## src/hdl/rc4_stream_cipher_unit_macros.svh

```systemverilog
// Assertion shorthands shared by the cipher modules.
// Each expects i_clk and i_rst_n in scope; checks are off during reset.
`ifndef RC4_STREAM_CIPHER_UNIT_MACROS_SVH
`define RC4_STREAM_CIPHER_UNIT_MACROS_SVH

// Same-cycle implication
`define RC4_ASSERT_IMP(label, ante, cons, msg) \
    label: assert property (@(posedge i_clk) disable iff (!i_rst_n) \
        (ante) |-> (cons)) else $error(msg);

// Next-cycle implication
`define RC4_ASSERT_NXT(label, ante, cons, msg) \
    label: assert property (@(posedge i_clk) disable iff (!i_rst_n) \
        (ante) |=> (cons)) else $error(msg);

`endif

```

## src/hdl/rc4_pkg.sv

```systemverilog
`default_nettype none

package rc4_pkg;

    localparam int BYTE_W = 8;

    // Opcode of an input word
    localparam logic OP_KEY  = 1'b0;
    localparam logic OP_DATA = 1'b1;

    // Last entry of the permutation
    localparam logic [BYTE_W-1:0] PERM_LAST = 8'hFF;

    typedef enum logic [2:0] {
        ST_IDLE,
        ST_FILL,
        ST_RD_I,
        ST_RD_J,
        ST_WR_I,
        ST_WR_J,
        ST_RD_T,
        ST_EMIT
    } t_state;

    // Commands from the sequencer to the key store
    typedef struct packed {
        logic load;     // store a key byte at the fill count
        logic restart;  // key index back to the first byte
        logic advance;  // key index to the next byte, wrapping at the count
        logic clear;    // schedule finished: empty the store
    } t_key_cmd;

endpackage

`default_nettype wire

```

## src/hdl/rc4_keystore.sv

```systemverilog
`default_nettype none

`include "rc4_stream_cipher_unit_macros.svh"

module rc4_keystore #(
    parameter int KEY_MAX = 256
) (
    input  wire                      i_clk,
    input  wire                      i_rst_n,
    input  wire rc4_pkg::t_key_cmd   i_cmd,
    input  wire [rc4_pkg::BYTE_W-1:0] i_key_byte,
    output logic [rc4_pkg::BYTE_W-1:0] o_key_byte
);
    import rc4_pkg::*;

    localparam int CW = $clog2(KEY_MAX + 1);
    localparam int KW = (KEY_MAX > 1) ? $clog2(KEY_MAX) : 1;

    logic [BYTE_W-1:0] r_key [KEY_MAX];
    logic [BYTE_W-1:0] r_key_q;
    logic [CW-1:0]     r_kcnt, n_kcnt;
    logic [KW-1:0]     r_kidx, n_kidx;
    logic [CW-1:0]     kidx_inc;
    logic              room;

    assign room     = (r_kcnt < CW'(KEY_MAX));
    assign kidx_inc = CW'(r_kidx) + CW'(1);

    // Key bytes past the limit are dropped
    always_ff @(posedge i_clk) begin
        if (i_cmd.load && room) begin
            r_key[r_kcnt[KW-1:0]] <= i_key_byte;
        end
        r_key_q <= r_key[r_kidx];
    end

    assign o_key_byte = r_key_q;

    // Fill count and schedule index
    always_comb begin
        n_kcnt = r_kcnt;
        n_kidx = r_kidx;
        if (i_cmd.load && room) begin
            n_kcnt = r_kcnt + CW'(1);
        end
        if (i_cmd.restart) begin
            n_kidx = '0;
        end
        if (i_cmd.advance) begin
            n_kidx = (kidx_inc >= r_kcnt) ? '0 : kidx_inc[KW-1:0];
        end
        if (i_cmd.clear) begin
            n_kcnt = '0;
            n_kidx = '0;
        end
    end

    always_ff @(posedge i_clk) begin
        if (!i_rst_n) begin
            r_kcnt <= '0;
            r_kidx <= '0;
        end else begin
            r_kcnt <= n_kcnt;
            r_kidx <= n_kidx;
        end
    end

    `RC4_ASSERT_IMP(a_kcnt_bound, 1'b1, r_kcnt <= CW'(KEY_MAX), "key count over limit")
    `RC4_ASSERT_IMP(a_kidx_bound, 1'b1, CW'(r_kidx) < CW'(KEY_MAX), "key index out of range")
    `RC4_ASSERT_NXT(a_kidx_wrap, i_cmd.advance && !i_cmd.clear && (kidx_inc >= r_kcnt), r_kidx == '0, "key index failed to wrap")

endmodule

`default_nettype wire
```

## config.mk

```make
export PLATFORM = sky130hd
export DESIGN_NAME = rc4_keystore
export DESIGN_NICKNAME = d
export VERILOG_FILES = /design/src/hdl/rc4_pkg.sv /design/src/hdl/rc4_keystore.sv
export VERILOG_INCLUDE_DIRS = /design/src /design/src/hdl
export SDC_FILE = /design/constraint.sdc
export NUM_CORES = 2
export LEC_CHECK = 0
export ABC_CLOCK_PERIOD_IN_PS = 7900
export BUFFER_PORTS_ARGS = -buffer_cell sky130_fd_sc_hd__buf_4
export CAP_MARGIN = 20
export CORE_AREA = 2 2 425 427
export DETAILED_ROUTE_END_ITERATION = 8
export DIE_AREA = 0 0 427 429
export SLEW_MARGIN = 20
export SYNTH_ARGS = -nofsm -noshare
export SYNTH_HDL_FRONTEND = slang
export SYNTH_SLANG_ARGS = --single-unit
```

## constraint.sdc

```tcl
create_clock -name i_clk -period 7.9 [get_ports i_clk]
set_clock_uncertainty 0.2 [all_clocks]
set_input_delay 1.975 -clock i_clk [delete_from_list [all_inputs] [get_ports i_clk]]
set_output_delay 1.975 -clock i_clk [all_outputs]
set_load 0.1 [all_outputs]
```

==> impl_metrics.ini <==
[status]
outcome = finished, final reports clean

[worst_setup_path]
startpoint = r_kidx[2]
path_class = flop to flop
cp.arrival_ns = 5.03
start_kind = flop
end_kind = flop
crit_required_ns = 8.47
rr_startpoint = r_kidx[2]
cp_max_fo = 16

[floorplan]
core_region_area_um2 = 178000
row_count = 155
initial_utilization_pct = 44.97
die_y_um = 429
die_w_um = 427
die-area_um2 = 183200
num_io_pins = 22

[route]
ant_nets = 0
dr.pass1.iters = 5
route.met3.wl_um = 15710
viasPerCell = 6.071
totalWireLength_um = 200300
route.detailed.drc = 0
routed.top_layer = met4
num_vias = 38577
met2_length_um = 93000
wl_per_cell_um = 31.52
drtIter0Drc = 5219
wl_met1_um = 85530

[finish]
fillers = 14108
regArea_um2 = 62010
nets = 3868
syn2layout_area_growth_pct = 11.24
drive_gt1_share_pct = 21.71
multi_input_area_um2 = 16800
final_util_pct = 50.02

[logic_synthesis]
avgSynthCellArea_um2 = 21.15
yosysTopAreaCellShare_pct = 76.82
syn_area_um2 = 80060
synth_warnings = 0
syn-num-nets = 3813
ys_types = 42
synth_edf_count = 2048
ys_seq_area_share_pct = 77.44
ys_seq_elements = 2073
synthCells = 3785
async_flop_share_pct = 0
synth_ff_type = edfxtp_1
synthTopCellsByArea = edfxtp_1 (77%), mux4_2 (13%), nor2_1 (1.6%)
synth_top_area_cell = edfxtp_1

[timing]
worst_slack_ns = 3.442
fin_crit_sh_pct = 56.43
worst_slew_pin_slew_ns = 1.139
fin_setup_tns_ns = 0
grt_setup_unrepaired = false
fin_crit_ns = 4.458
maxSlewViolCount = 0
relSlewSlack_pct = 23.97
finalSetupViolCount = 0
max_clock_freq_ghz = 0.2243
finalHoldViolCount = 0

[clock_tree]
cts_buffer_depth = 3
clock_latency_ns = 0.84
postCtsHoldBufs = 0
cts.clk_slew.worst_paths_ns = 0.06
clock_sinks = 2073
cts_resized = 0
cts_tree = yes
htree_num_levels = 4
post-cts-setup-buffer-count = 0
root_buffer = clkbuf_16
cts_made_buffers = 200

[hold_path]
holdCritStartpoint = r_kcnt[8]
worst_hold_path_type = flop to flop

[placed_design]
post-dp-hpwl_um = 117900
placement.io_buffers = 21
gp_congestion = 0.8917
post-place-ws_ns = 2.797

[run]
maxCapViolCount = 0

[power_and_ir_drop]
power_density_nw_per_um2 = 245.6
p_leak_nw = 26.21
finalPower_mw = 21.87
ir_drop_v = 0.0002327

[global_routing]
grt_usage_pct = 21.87
grt_pass1_wl_um = 285900
antenna_found_initial = 4
grt-ovfl-total = 0
grt_pass1_vias = 38100
grt_max_degree = 179
-- per-stage QoR --
stage / instance area, um2 / hold slack (ns) / cells
after global routing: 89040 / 0.3593 / 6349
after global placement: 82590 / 0.3106 / 5992
after detailed placement: 82610 / 0.3131 / 5993
after floorplan: 80060 / 0.2636 / 3785
final: 89050 / 0.3264 / 6354
after CTS: 89030 / 0.3274 / 6349
-- layout by cell type, fill, tap and decap left out, types with 9 or more instances in the layout --
cell        synthesis  final
bufinv_16           0     20
nand3_1            48     36
clkinv_2            0     29
edfxtp_1         2048   2048
a22oi_1            66     66
a211oi_1           36     36
clkinv_1            0     37
nand2_1            60     60
inv_1              11     11
mux2i_1           104    104
clkbuf_1           92     43
a31oi_1            16     16
a211o_1            16     16
nand3_2             0     12
clkbuf_16           0    204
mux4_2            472    472
nand2b_1           22     22
a22o_1             33     33
ha_1               14     14
xnor2_1            10     10
o22ai_1           120    120
buf_4              21     55
clkinvlp_4          0      9
dfxtp_1            25     22
nor2_1            336    334
buf_12              1     14
a221oi_1           10     10
a21oi_1            36     36
-- routing by layer --
layer | vias to the layer above | global-route usage, %
met2 | 1828 | 32.85
met5 | - | 0
met1 | 20563 | 32.54
met4 | 0 | 6.979
li1 | 15910 | -
met3 | 276 | 4.035
-- registers in the layout, indices dropped and copies added (netlist names) --
| register | count |
|---|---|
| r_key | 2048 |
| r_kidx | 8 |
| r_kcnt | 9 |
| o_key_byte | 8 |
-- worst max-delay path: stages (launching register included) --
cell      delay, ns
dfxtp_1        0.88
buf_4          0.38
and2_2         0.53
nand4_1        0.25
inv_1          0.16
nand3_1        0.11
xnor2_1        0.23
ha_1           0.27
o21ai_0        0.23
a21oi_1        0.13
a211oi_1       0.69
a21oi_1        0.15
o21ai_0        0.16
-- worst paths after layout --
| path | cells past startpoint | endpoint | slack [ns] |
|---|---|---|---|
| max | 12 | r_kidx[5] | 3.44 |
| min | 2 | r_kcnt[8] | 0.33 |
| max reg2reg | 12 | r_kidx[5] | 3.44 |
| min reg2reg | 2 | r_kcnt[8] | 0.33 |
-- report_power, final --
group / switching, mW / internal, mW / total [mW]
Clock: 4.07 / 5.38 / 9.45
Combinational: 0.271 / 0.0465 / 0.317
Sequential: 0.00990 / 12.1 / 12.1
-- logic make-up after synthesis --
family	after synthesis	synth area share [%]
DFF	2073	77.44
muxes	576	14.58
and+or+nand+nor	513	2.694
AOI/OAI and AO/OA	363	3.238
buffers and inverters	236	1.718
adders and majority gates	14	0.2188
xor gates and xnor gates	10	0.1094
-- synth_stat cells, drive strengths merged, types with 4 or more instances --
master / number
ha: 14
nor2b: 9
nor4: 10
edfxtp: 2048
nand2b: 22
nand2: 60
mux2i: 104
mux4: 472
or2: 4
a31oi: 16
a221oi: 16
o22ai: 120
and2: 5
a211o: 16
inv: 11
a22oi: 66
nand3: 48
nor2: 336
dfxtp: 25
nand4: 8
a22o: 33
buf: 133
nor3: 6
o21ai: 7
clkbuf: 92
a211oi: 41
a21oi: 36
xnor2: 10
o211ai: 8
-- area by class of cell --
| class | count | area share, % |
|---|---|---|
| Antenna cell | 5 | 0.01405 |
| Clock buffer | 247 | 5.914 |
| Clock inverter | 109 | 1.294 |
| Inverter | 11 | 0.04636 |
| Multi-Input combinational cell | 1476 | 18.87 |
| Sequential cell | 2073 | 69.63 |
| Tap cell | 2355 | 3.309 |
| Timing Repair Buffer | 78 | 0.9259 |
Note: power is estimated with default switching activity, not from simulation.
